$ cat config.mk
export PLATFORM = sky130hd
export DESIGN_NAME = mecanum_drive_mixer_unit_flat
export DESIGN_NICKNAME = d
export VERILOG_FILES = /design/src/rtl/mdm_pkg.sv /design/src/rtl/mdm_ifs.sv /design/src/rtl/mdm_front.sv /design/src/rtl/mdm_div_cell.sv /design/src/rtl/mecanum_drive_mixer_unit.sv /design/src/flat_wrapper.sv
export SDC_FILE = /design/constraint.sdc
export NUM_CORES = 2
export LEC_CHECK = 0
export BUFFER_PORTS_ARGS = -buffer_cell sky130_fd_sc_hd__buf_2
export CAP_MARGIN = 20
export CELL_PAD_IN_SITES_DETAIL_PLACEMENT = 2
export CELL_PAD_IN_SITES_GLOBAL_PLACEMENT = 2
export CORE_ASPECT_RATIO = 2
export CORE_MARGIN = 3
export CORE_UTILIZATION = 45
export CTS_CLUSTER_SIZE = 14
export DETAILED_ROUTE_END_ITERATION = 12
export PLACE_DENSITY = 0.79
export SLEW_MARGIN = 20
export SYNTH_ARGS = -nofsm -noshare
export SYNTH_HDL_FRONTEND = slang
export SYNTH_HIERARCHICAL = 1
export SYNTH_SLANG_ARGS = --single-unit
$ cat constraint.sdc
create_clock -name clk -period 9.9 [get_ports clk]
set_input_delay 1.98 -clock clk [delete_from_list [all_inputs] [get_ports clk]]
set_output_delay 1.98 -clock clk [all_outputs]
set_load 0.01 [all_outputs]
$ cat src/rtl/mdm_pkg.sv
`timescale 1ns / 1ps
`default_nettype none
// ----------------------------------------------------------------------------
// mdm_pkg: mecanum drive mixer shared definitions
// widths, fixed-point constants and stage payload types
// ----------------------------------------------------------------------------
package mdm_pkg;

  // fixed-point format of commands and powers
  localparam int FRAC_BITS = 14;
  localparam int FIELD_W   = 16;
  localparam int ONE_Q     = 1 << FRAC_BITS;

  // wheel lanes
  localparam int LANES    = 4;
  localparam int LANE_FL  = 0;
  localparam int LANE_FR  = 1;
  localparam int LANE_BL  = 2;
  localparam int LANE_BR  = 3;

  // sum of three commands grows by two bits, its magnitude needs one less
  localparam int SUM_W = FIELD_W + 2;
  localparam int MAG_W = SUM_W - 1;

  // quotient holds 0 .. ONE_Q
  localparam int QW      = FRAC_BITS + 1;
  localparam int N_CELLS = QW;

  // divisor is max(largest magnitude, one)
  localparam int D_W   = (MAG_W > FRAC_BITS + 1) ? MAG_W : FRAC_BITS + 1;
  localparam int R_W   = D_W + 1;
  localparam int RES_W = (FRAC_BITS + 2 > SUM_W) ? FRAC_BITS + 2 : SUM_W;

  // stages in the block: two front stages, the cells, the output register
  localparam int DEPTH = N_CELLS + 3;

  typedef struct packed {
    logic [LANES-1:0][SUM_W-1:0] sum;
  } sum_stage_t;

  typedef struct packed {
    logic [LANES-1:0]            neg;
    logic [LANES-1:0][R_W-1:0]   rem;
    logic [LANES-1:0][QW-1:0]    quo;
    logic [D_W-1:0]              dvs;
  } div_stage_t;

  // apply the sign, clamp to plus or minus one, cut to field width
  function automatic logic [FIELD_W-1:0] to_power(input logic neg, input logic [QW-1:0] q);
    logic signed [RES_W-1:0] v;
    logic signed [RES_W-1:0] lim;
    v   = neg ? -$signed(RES_W'(q)) : $signed(RES_W'(q));
    lim = RES_W'(ONE_Q);
    if (v > lim) begin
      v = lim;
    end else if (v < -lim) begin
      v = -lim;
    end
    return v[FIELD_W-1:0];
  endfunction

endpackage
`default_nettype wire

$ cat src/rtl/mdm_ifs.sv
`timescale 1ns / 1ps
`default_nettype none
// ----------------------------------------------------------------------------
// mdm interfaces
// command and wheel power channels with valid/ready handshake
// ----------------------------------------------------------------------------
interface mdm_cmd_if import mdm_pkg::*; ();
  logic                      valid;
  logic                      ready;
  logic signed [FIELD_W-1:0] forward_cmd;
  logic signed [FIELD_W-1:0] strafe_cmd;
  logic signed [FIELD_W-1:0] turn_cmd;

  modport source (output valid, forward_cmd, strafe_cmd, turn_cmd, input ready);
  modport sink   (input valid, forward_cmd, strafe_cmd, turn_cmd, output ready);
endinterface

interface mdm_pwr_if import mdm_pkg::*; ();
  logic                      valid;
  logic                      ready;
  logic signed [FIELD_W-1:0] front_left_power;
  logic signed [FIELD_W-1:0] front_right_power;
  logic signed [FIELD_W-1:0] back_left_power;
  logic signed [FIELD_W-1:0] back_right_power;

  modport source (output valid, front_left_power, front_right_power,
                  back_left_power, back_right_power, input ready);
  modport sink   (input valid, front_left_power, front_right_power,
                  back_left_power, back_right_power, output ready);
endinterface
`default_nettype wire

$ cat src/rtl/mdm_front.sv
`timescale 1ns / 1ps
`default_nettype none
// ----------------------------------------------------------------------------
// mdm_front: mixing and divisor selection
// stage a forms the four wheel sums, stage b splits sign and magnitude
// and picks the divisor max(largest magnitude, one)
// ----------------------------------------------------------------------------
module mdm_front import mdm_pkg::*; (
  input  wire logic       clk,
  input  wire logic       rst_n,
  mdm_cmd_if.sink         cmd,
  output logic            out_valid,
  input  wire logic       out_ready,
  output div_stage_t      out_data
);

  logic       sa_v_r;
  sum_stage_t sa_r;
  sum_stage_t sa_nxt;
  logic       sb_v_r;
  div_stage_t sb_r;
  div_stage_t sb_nxt;
  logic       sa_rdy;
  logic       sb_rdy;

  logic signed [SUM_W-1:0]       fe, se, te;
  logic signed [SUM_W-1:0]       sv [LANES];
  logic [LANES-1:0][MAG_W-1:0]   mag;
  logic [MAG_W-1:0]              m01, m23, mmax;

  assign sb_rdy    = !sb_v_r || out_ready;
  assign sa_rdy    = !sa_v_r || sb_rdy;
  assign cmd.ready = sa_rdy;

  // wheel mixing
  always_comb begin
    fe = SUM_W'(cmd.forward_cmd);
    se = SUM_W'(cmd.strafe_cmd);
    te = SUM_W'(cmd.turn_cmd);
    sa_nxt.sum[LANE_FL] = fe + se - te;
    sa_nxt.sum[LANE_FR] = fe - se + te;
    sa_nxt.sum[LANE_BL] = fe - se - te;
    sa_nxt.sum[LANE_BR] = fe + se + te;
  end

  // sign, magnitude, largest magnitude
  always_comb begin
    sb_nxt = '0;
    for (int i = 0; i < LANES; i++) begin
      sv[i]          = $signed(sa_r.sum[i]);
      sb_nxt.neg[i]  = sv[i][SUM_W-1];
      mag[i]         = sv[i][SUM_W-1] ? MAG_W'(-sv[i]) : MAG_W'(sv[i]);
      sb_nxt.rem[i]  = R_W'(mag[i]);
      sb_nxt.quo[i]  = '0;
    end
    m01  = (mag[0] > mag[1]) ? mag[0] : mag[1];
    m23  = (mag[2] > mag[3]) ? mag[2] : mag[3];
    mmax = (m01 > m23) ? m01 : m23;
    // at or below one the divisor is one, so the quotient is the magnitude
    sb_nxt.dvs = (D_W'(mmax) > D_W'(ONE_Q)) ? D_W'(mmax) : D_W'(ONE_Q);
  end

  always_ff @(posedge clk) begin
    if (!rst_n) begin
      sa_v_r <= 1'b0;
      sb_v_r <= 1'b0;
    end else begin
      if (sa_rdy) begin
        sa_v_r <= cmd.valid;
      end
      if (sb_rdy) begin
        sb_v_r <= sa_v_r;
      end
    end
  end

  always_ff @(posedge clk) begin
    if (sa_rdy && cmd.valid) begin
      sa_r <= sa_nxt;
    end
    if (sb_rdy && sa_v_r) begin
      sb_r <= sb_nxt;
    end
  end

  assign out_valid = sb_v_r;
  assign out_data  = sb_r;

endmodule
`default_nettype wire

$ cat src/rtl/mdm_div_cell.sv
`timescale 1ns / 1ps
`default_nettype none
// ----------------------------------------------------------------------------
// mdm_div_cell: one restoring division step
// resolves one quotient bit for all four lanes and hands the shifted
// partial remainder to the next cell
// ----------------------------------------------------------------------------
module mdm_div_cell import mdm_pkg::*; (
  input  wire logic        clk,
  input  wire logic        rst_n,
  input  wire logic        in_valid,
  output logic             in_ready,
  input  wire div_stage_t  in_data,
  output logic             out_valid,
  input  wire logic        out_ready,
  output div_stage_t       out_data
);

  logic       v_r;
  div_stage_t d_r;
  div_stage_t d_nxt;
  logic [R_W-1:0] diff [LANES];
  logic [R_W-1:0] rsel [LANES];
  logic           qbit [LANES];

  assign in_ready = !v_r || out_ready;

  always_comb begin
    d_nxt = in_data;
    for (int i = 0; i < LANES; i++) begin
      qbit[i]         = in_data.rem[i] >= R_W'(in_data.dvs);
      diff[i]         = in_data.rem[i] - R_W'(in_data.dvs);
      rsel[i]         = qbit[i] ? diff[i] : in_data.rem[i];
      // remainder is below the divisor here, so doubling fits
      d_nxt.rem[i]    = {rsel[i][R_W-2:0], 1'b0};
      d_nxt.quo[i]    = {in_data.quo[i][QW-2:0], qbit[i]};
    end
  end

  always_ff @(posedge clk) begin
    if (!rst_n) begin
      v_r <= 1'b0;
    end else if (in_ready) begin
      v_r <= in_valid;
    end
  end

  always_ff @(posedge clk) begin
    if (in_ready && in_valid) begin
      d_r <= d_nxt;
    end
  end

  assign out_valid = v_r;
  assign out_data  = d_r;

endmodule
`default_nettype wire

$ cat src/rtl/mecanum_drive_mixer_unit.sv
`timescale 1ns / 1ps
`default_nettype none
// ----------------------------------------------------------------------------
// mecanum_drive_mixer_unit: mecanum wheel mixing with normalization
// forward/strafe/turn commands in, four normalized wheel powers out
// ----------------------------------------------------------------------------
// Takes one command request per cycle when the output side does not stall
// and returns one wheel power request per command, in order (Q1.14 at the
// default FRAC_BITS). Two front stages mix the commands and pick the divisor,
// then a row of FRAC_BITS + 1 division cells each resolves one quotient bit
// for all four wheels, and an output register applies the sign and the plus
// or minus one clamp. The row of cells sets the latency; every stage has its
// own valid bit, so bubbles are squeezed out and new commands keep entering
// while a finished result waits, until every stage is full. Throughput is
// one request per cycle when the output side does not stall. The block holds
// no state between requests and needs no clearing after reset.
// ----------------------------------------------------------------------------
module mecanum_drive_mixer_unit import mdm_pkg::*; (
  input  wire logic clk,
  input  wire logic rst_n,
  mdm_cmd_if.sink   in_cmd,
  mdm_pwr_if.source out_pwr
);

  // chain links: index 0 is the front end output, N_CELLS the last cell
  logic       lnk_v   [N_CELLS+1];
  logic       lnk_rdy [N_CELLS+1];
  div_stage_t lnk_d   [N_CELLS+1];

  // output register
  logic                    ov_r;
  logic [LANES-1:0][FIELD_W-1:0] pw_r;
  logic [LANES-1:0][FIELD_W-1:0] pw_nxt;
  logic                    o_rdy;

  // mixing, magnitude and divisor selection
  mdm_front u_front (
    .clk       (clk),
    .rst_n     (rst_n),
    .cmd       (in_cmd),
    .out_valid (lnk_v[0]),
    .out_ready (lnk_rdy[0]),
    .out_data  (lnk_d[0])
  );

  // one quotient bit per cell, most significant first
  for (genvar k = 0; k < N_CELLS; k++) begin : g_cell
    mdm_div_cell u_cell (
      .clk       (clk),
      .rst_n     (rst_n),
      .in_valid  (lnk_v[k]),
      .in_ready  (lnk_rdy[k]),
      .in_data   (lnk_d[k]),
      .out_valid (lnk_v[k+1]),
      .out_ready (lnk_rdy[k+1]),
      .out_data  (lnk_d[k+1])
    );
  end

  // output stage takes a new result when empty or being drained
  assign o_rdy            = !ov_r || out_pwr.ready;
  assign lnk_rdy[N_CELLS] = o_rdy;

  // sign the quotient back, clamp to plus or minus one
  always_comb begin
    for (int i = 0; i < LANES; i++) begin
      pw_nxt[i] = to_power(lnk_d[N_CELLS].neg[i], lnk_d[N_CELLS].quo[i]);
    end
  end

  always_ff @(posedge clk) begin
    if (!rst_n) begin
      ov_r <= 1'b0;
    end else if (o_rdy) begin
      ov_r <= lnk_v[N_CELLS];
    end
  end

  always_ff @(posedge clk) begin
    if (o_rdy && lnk_v[N_CELLS]) begin
      pw_r <= pw_nxt;
    end
  end

  assign out_pwr.valid             = ov_r;
  assign out_pwr.front_left_power  = pw_r[LANE_FL];
  assign out_pwr.front_right_power = pw_r[LANE_FR];
  assign out_pwr.back_left_power   = pw_r[LANE_BL];
  assign out_pwr.back_right_power  = pw_r[LANE_BR];

endmodule
`default_nettype wire

$ cat src/flat_wrapper.sv
// flat-port wrapper written by rule: the top's interface ports become plain ports
module mecanum_drive_mixer_unit_flat import mdm_pkg::*;
  (clk, rst_n, in_cmd_valid, in_cmd_forward_cmd, in_cmd_strafe_cmd, in_cmd_turn_cmd, in_cmd_ready, out_pwr_valid, out_pwr_front_left_power, out_pwr_front_right_power, out_pwr_back_left_power, out_pwr_back_right_power, out_pwr_ready);
  mdm_cmd_if in_cmd_i ();
  mdm_pwr_if out_pwr_i ();
  input  wire logic clk;
  input  wire logic rst_n;
  input wire logic [$bits(in_cmd_i.valid)-1:0] in_cmd_valid;
  input wire logic [$bits(in_cmd_i.forward_cmd)-1:0] in_cmd_forward_cmd;
  input wire logic [$bits(in_cmd_i.strafe_cmd)-1:0] in_cmd_strafe_cmd;
  input wire logic [$bits(in_cmd_i.turn_cmd)-1:0] in_cmd_turn_cmd;
  output wire logic [$bits(in_cmd_i.ready)-1:0] in_cmd_ready;
  output wire logic [$bits(out_pwr_i.valid)-1:0] out_pwr_valid;
  output wire logic [$bits(out_pwr_i.front_left_power)-1:0] out_pwr_front_left_power;
  output wire logic [$bits(out_pwr_i.front_right_power)-1:0] out_pwr_front_right_power;
  output wire logic [$bits(out_pwr_i.back_left_power)-1:0] out_pwr_back_left_power;
  output wire logic [$bits(out_pwr_i.back_right_power)-1:0] out_pwr_back_right_power;
  input wire logic [$bits(out_pwr_i.ready)-1:0] out_pwr_ready;
  assign in_cmd_i.valid = in_cmd_valid;
  assign in_cmd_i.forward_cmd = in_cmd_forward_cmd;
  assign in_cmd_i.strafe_cmd = in_cmd_strafe_cmd;
  assign in_cmd_i.turn_cmd = in_cmd_turn_cmd;
  assign in_cmd_ready = in_cmd_i.ready;
  assign out_pwr_valid = out_pwr_i.valid;
  assign out_pwr_front_left_power = out_pwr_i.front_left_power;
  assign out_pwr_front_right_power = out_pwr_i.front_right_power;
  assign out_pwr_back_left_power = out_pwr_i.back_left_power;
  assign out_pwr_back_right_power = out_pwr_i.back_right_power;
  assign out_pwr_i.ready = out_pwr_ready;
  mecanum_drive_mixer_unit u_core (.clk(clk), .rst_n(rst_n), .in_cmd(in_cmd_i), .out_pwr(out_pwr_i));
endmodule
---- After elaboration in Yosys (flattened, before gate mapping) ----
Index checks and enable logic that the tools add are counted.
Widths: inputs -> output; s select.
storage, ports and cells
  bits in registers ....................... 1,973
  output and inout bits ................... 66
  bits in read-only memories .............. 0
  word-level logic and storage cells ...... 504
  memories ................................ 0
  latch bits .............................. 0
  bits in writable memories ............... 0
operators by class
  multipliers ............................. 0
  div/mod/pow operators ................... 0
  reductions and logical operators ........ 58
  eq/ne operators ......................... 0
  shift-type cells ........................ 0
  mux-type cells .......................... 71
  bitwise operators ....................... 0
  $add $sub $neg .......................... 70
  $lt $le $gt $ge ......................... 72
operators with widths
  cell                  count
  $mux 17               63
  $ge 18x17->1          56
  $sub 17x17->17        56
  $gt 18x16->1 const B  4
  $lt 18x15->1 const B  4
  $mux 18               4
  $neg 15->18           4
  $ge 17x17->1          4
  $neg 17->17           4
  $mux 16               4
  $gt 17x17->1          3
  $add 17x16->18        2
  $sub 17x16->18        2
  $logic_and 1x1->1     18
  $logic_not 1->1       18
  $logic_or 1x1->1      18
  $add 16x16->17        1
  $gt 17x15->1 const B  1
  $sub 16x16->17        1
  $reduce_or 2->1       4

---- Depth between registers and ports, before layout ----
  word-level depth ........................ 20
  mapped depth ............................ 32
  depth with buffers taken out ............ 27

---- Cells and area by module ----
Netlist, hierarchy kept.
modules (own cells, without submodules)
  module                                        instances  area each (µm²)  cells an instance  seq. area each (µm²)
  mdm_div_cell at u_core.g_cell[12].u_cell ...  9          8,752.1          734                4,494.3
  mdm_div_cell at u_core.g_cell[0].u_cell ...   4          8,595.7          741                4,494.3
  mdm_front                                     1          13,337.8         1,398              4,754.6
  mdm_div_cell at u_core.g_cell[4].u_cell       1          8,878.5          748                4,494.3
  mdm_div_cell at u_core.g_cell[9].u_cell       1          8,459.4          670                4,494.3
  mecanum_drive_mixer_unit                      1          3,742.3          352                1,941.9

---- Worst setup path after synthesis ----
Ideal clock, no wire load.
  path kind ............................... input to register
  start ................................... input out_pwr_ready
  end ..................................... register u_core.u_front.sb_r (netlist bit u_core/u_front/out_data[0]) (enable)
  setup slack ............................. 1.608 ns
  library setup time ...................... 0.544 ns
  cell stages on the path ................. 18
  arrival time ............................ 7.748 ns
  required time ........................... 9.356 ns
  path through ............................ nand2b_1 nand2b_1 nand2b_1 nand2b_1 nand2b_1 nand2b_1 nand2b_1 nand2b_1 nand2b_1 nand2b_1 nand2b_1 nand2b_1 nand2b_1 nand2b_1 nand2b_1 nand2b_1 nor2b_1 nor2b_1
RTL lines
  item                  line                source
  from (decl)           flat_wrapper.sv:18  input wire logic [$bits(out_pwr_i.ready)-1:0] out_pwr_ready;
  to (signal assigned)  mdm_front.sv:82     sb_r <= sb_nxt;
  to (decl)             mdm_front.sv:21     div_stage_t sb_r;

==> flow_metrics.env <==
export IMPL_outcome="completed"
export IMPL_period_needed_ns=8.75
export IMPL_max_freq_mhz=114
export IMPL_path_clk_slew_ns=0.07
export IMPL_avgSynthCellArea_sq_um=11.0
export IMPL_finalSetupViolations=0
export IMPL_hp_class="reg -> reg"
export IMPL_die_h_um=765
export IMPL_final_common_cell="edfxtp_1"
export IMPL_cts_tree="built"
export IMPL_path_max_fanout=23
export IMPL_slew_violations=0
export IMPL_ctsLongestPathBuffers=4
export IMPL_wl_per_cell_um=36.5
export IMPL_cts_buffers=202
export IMPL_power_switching_mw=8.62
export IMPL_fp_coreArea_sq_um=287000
export IMPL_areaGrowthSynthToFinish_pct=8.70
export IMPL_post_cts_buffers=0
export IMPL_final_layout_size_suffix_gt1_share_pct=10.5
export IMPL_layout_common_cells="1,951 x edfxtp_1, 1,176 x ha_1, 1,027 x a21oi_1, 906 x nor2_1, 793 x inv_1"
export IMPL_crit_type="reg -> reg"
export IMPL_ios=118
export IMPL_combPwrFrac_pct=28.4
export IMPL_dp_cells=15500
export IMPL_grt_pass1_wl_um=824000
export IMPL_synth_cells=11800
export IMPL_port_buffers=117
export IMPL_multiInputGateArea_sq_um=65900
export IMPL_drv_cap=0
export IMPL_clkSinkCount=1969
export IMPL_drt_met1_wl_um=140000
export IMPL_finalHoldViolCount=0
export IMPL_worst_pin_slew_ns=1.34
export IMPL_die_area_sq_um=295000
export IMPL_grt_max_degree=105
export IMPL_internal_power_mw=16.6
export IMPL_drt_pass1_iterations=5
export IMPL_crit_required_ns=10.56
export IMPL_routed_via_count=101000
export IMPL_drc=0
export IMPL_final_cell_count_no_fill=15900
export IMPL_slew_headroom_pct=9.42
export IMPL_nNetsFinal=13200
export IMPL_initial_core_util_pct=45.2
export IMPL_pwr_share_seq_pct=39.7
export IMPL_clkLatencyLatePin_ns=0.97
export IMPL_grt_overflow_total=0
export IMPL_antenna_found_initial=46
export IMPL_route_met2_wl_um=314000
export IMPL_start_kind="flop"
export IMPL_syn_area_sq_um=129000
export IMPL_post_route_period_util_pct=88.4
export IMPL_fin_tns_setup_ns=0
export IMPL_yosys_warnings=6
export IMPL_drt_total_wl_um=582000
export IMPL_ir_drop_uv=301
export IMPL_viasPerCell=6.35
export IMPL_arrival_ns=9.41
export IMPL_p_clk_share_pct=31.9
export IMPL_ctsResizeCount=0
export IMPL_fillCellCount=29100
export IMPL_grt_pass1_vias=115000
export IMPL_switching_share_pct=34.2
export IMPL_grtUsageTotal_pct=39.3
export IMPL_num_rows=278
export IMPL_die_w_um=385
export IMPL_power_density_nw_per_um2=179
export IMPL_cts_max_level=4
export IMPL_postRouteAntennaNets=0
export IMPL_seq_area_sq_um=58900
export IMPL_cts_root_buffer="clkbuf_16"
export IMPL_fin_skew_ns=0.0835
export IMPL_gp_congestion=0.983
export IMPL_rsz0062_at_grt="false"
export IMPL_drt_initial_drc_count=5381
export IMPL_place_hpwl_um=468000
export IMPL_hold_ws_ns=0.389
export IMPL_highest_layer="met5"
export IMPL_postCtsHoldBufs=0
export IMPL_endpoint_kind="flop"
export IMPL_p_leak_nw=53.4
export IMPL_wl_met3_um=21800
[final cells by class]
class | instances | share of cell area, %
Clock inverter | 116 | 0.905
Antenna cell | 42 | 0.0747
Timing Repair Buffer | 221 | 1.04
Tap cell | 3780 | 3.36
Inverter | 810 | 2.16
Sequential cell | 1969 | 41.9
Multi-Input combinational cell | 8750 | 46.8
Clock buffer | 240 | 3.73
[routing by layer]
layer  up-vias  GRT usage, %
met2      3443          73.5
met5         -        0.0331
met1     50700          25.6
li1      44100             -
met3      2857          7.76
met4        18          58.3
[power groups by stage]
stage	registers, mW	logic, mW	clock network [mW]
global route	9.99	7.59	8.42
detailed placement	10.2	6.99	0
floorplan	9.95	4.36	0
global placement	10.1	6.79	0
CTS	9.98	7.05	8.15
finish	9.99	7.15	8.03
[worst max-delay path, cell delays in order, from the launching register on]
cell and delay, ns:
edfxtp_1 0.46, nor4_1 0.59, nand2_1 0.19, or4_1 0.46, or3_1 0.38, nand2_1 0.11, xor2_1 0.40, inv_1 0.12
ha_1 0.34, nand3_1 0.07, nor4_1 0.61, a21oi_1 0.15, maj3_1 0.42, a21o_1 0.47, mux2i_1 0.69, ha_1 0.24
nor2b_1 0.14, o2111ai_1 0.11, a31oi_1 0.25, o21ai_0 0.19, a21oi_1 0.52, o31a_1 0.54, mux2_2 0.44, nor3_2 0.16
buf_4 0.25, o21ba_1 0.18
[worst paths after layout]
path | startpoint | endpoint | slack (ns) | cells past startpoint
setup / recovery | u_core/u_front/sa_r[40]$_DFFE_PP_ | u_core/u_front/out_data[5]$_SDFFCE_PP0P_ | 1.15 | 25
hold / removal | u_core/g_cell[6].u_cell/out_data[63]$_DFFE_PP_ | u_core/g_cell[7].u_cell/out_data[64]$_DFFE_PP_ | 0.39 | 0
setup reg to reg | u_core/u_front/sa_r[40]$_DFFE_PP_ | u_core/u_front/out_data[5]$_SDFFCE_PP0P_ | 1.15 | 25
hold reg to reg | u_core/g_cell[6].u_cell/out_data[63]$_DFFE_PP_ | u_core/g_cell[7].u_cell/out_data[64]$_DFFE_PP_ | 0.39 | 0
[registers in the layout (all words and copies together), names as in the netlist]
register / cells
u_core/out_pwr.back_right_power: 16
u_core/out_pwr.back_left_power: 16
u_core/out_pwr.valid: 1
u_core/u_front/out_data: 87
u_core/u_front/out_valid: 1
u_core/u_front/sa_r: 70
u_core/u_front/sa_v_r: 1
u_core/g_cell.u_cell/out_valid: 15
u_core/g_cell.u_cell/out_data: 1730
u_core/out_pwr.front_right_power: 16
u_core/out_pwr.front_left_power: 16
[metrics by stage]
stage / util, % / setup WS, ns / power, mW / cell area, sq um
final: 49.1 / 1.15 / 25.2 / 141000
after global routing: 49.1 / 0.939 / 26.0 / 141000
after CTS: 49.1 / 1.19 / 25.2 / 141000
after detailed placement: 46.8 / 1.26 / 17.1 / 134000
after global placement: 46.8 / 1.22 / 16.9 / 134000
after floorplan: - / 1.61 / 14.3 / 130000
No activity file was read; power rests on OpenSTA's default activity.
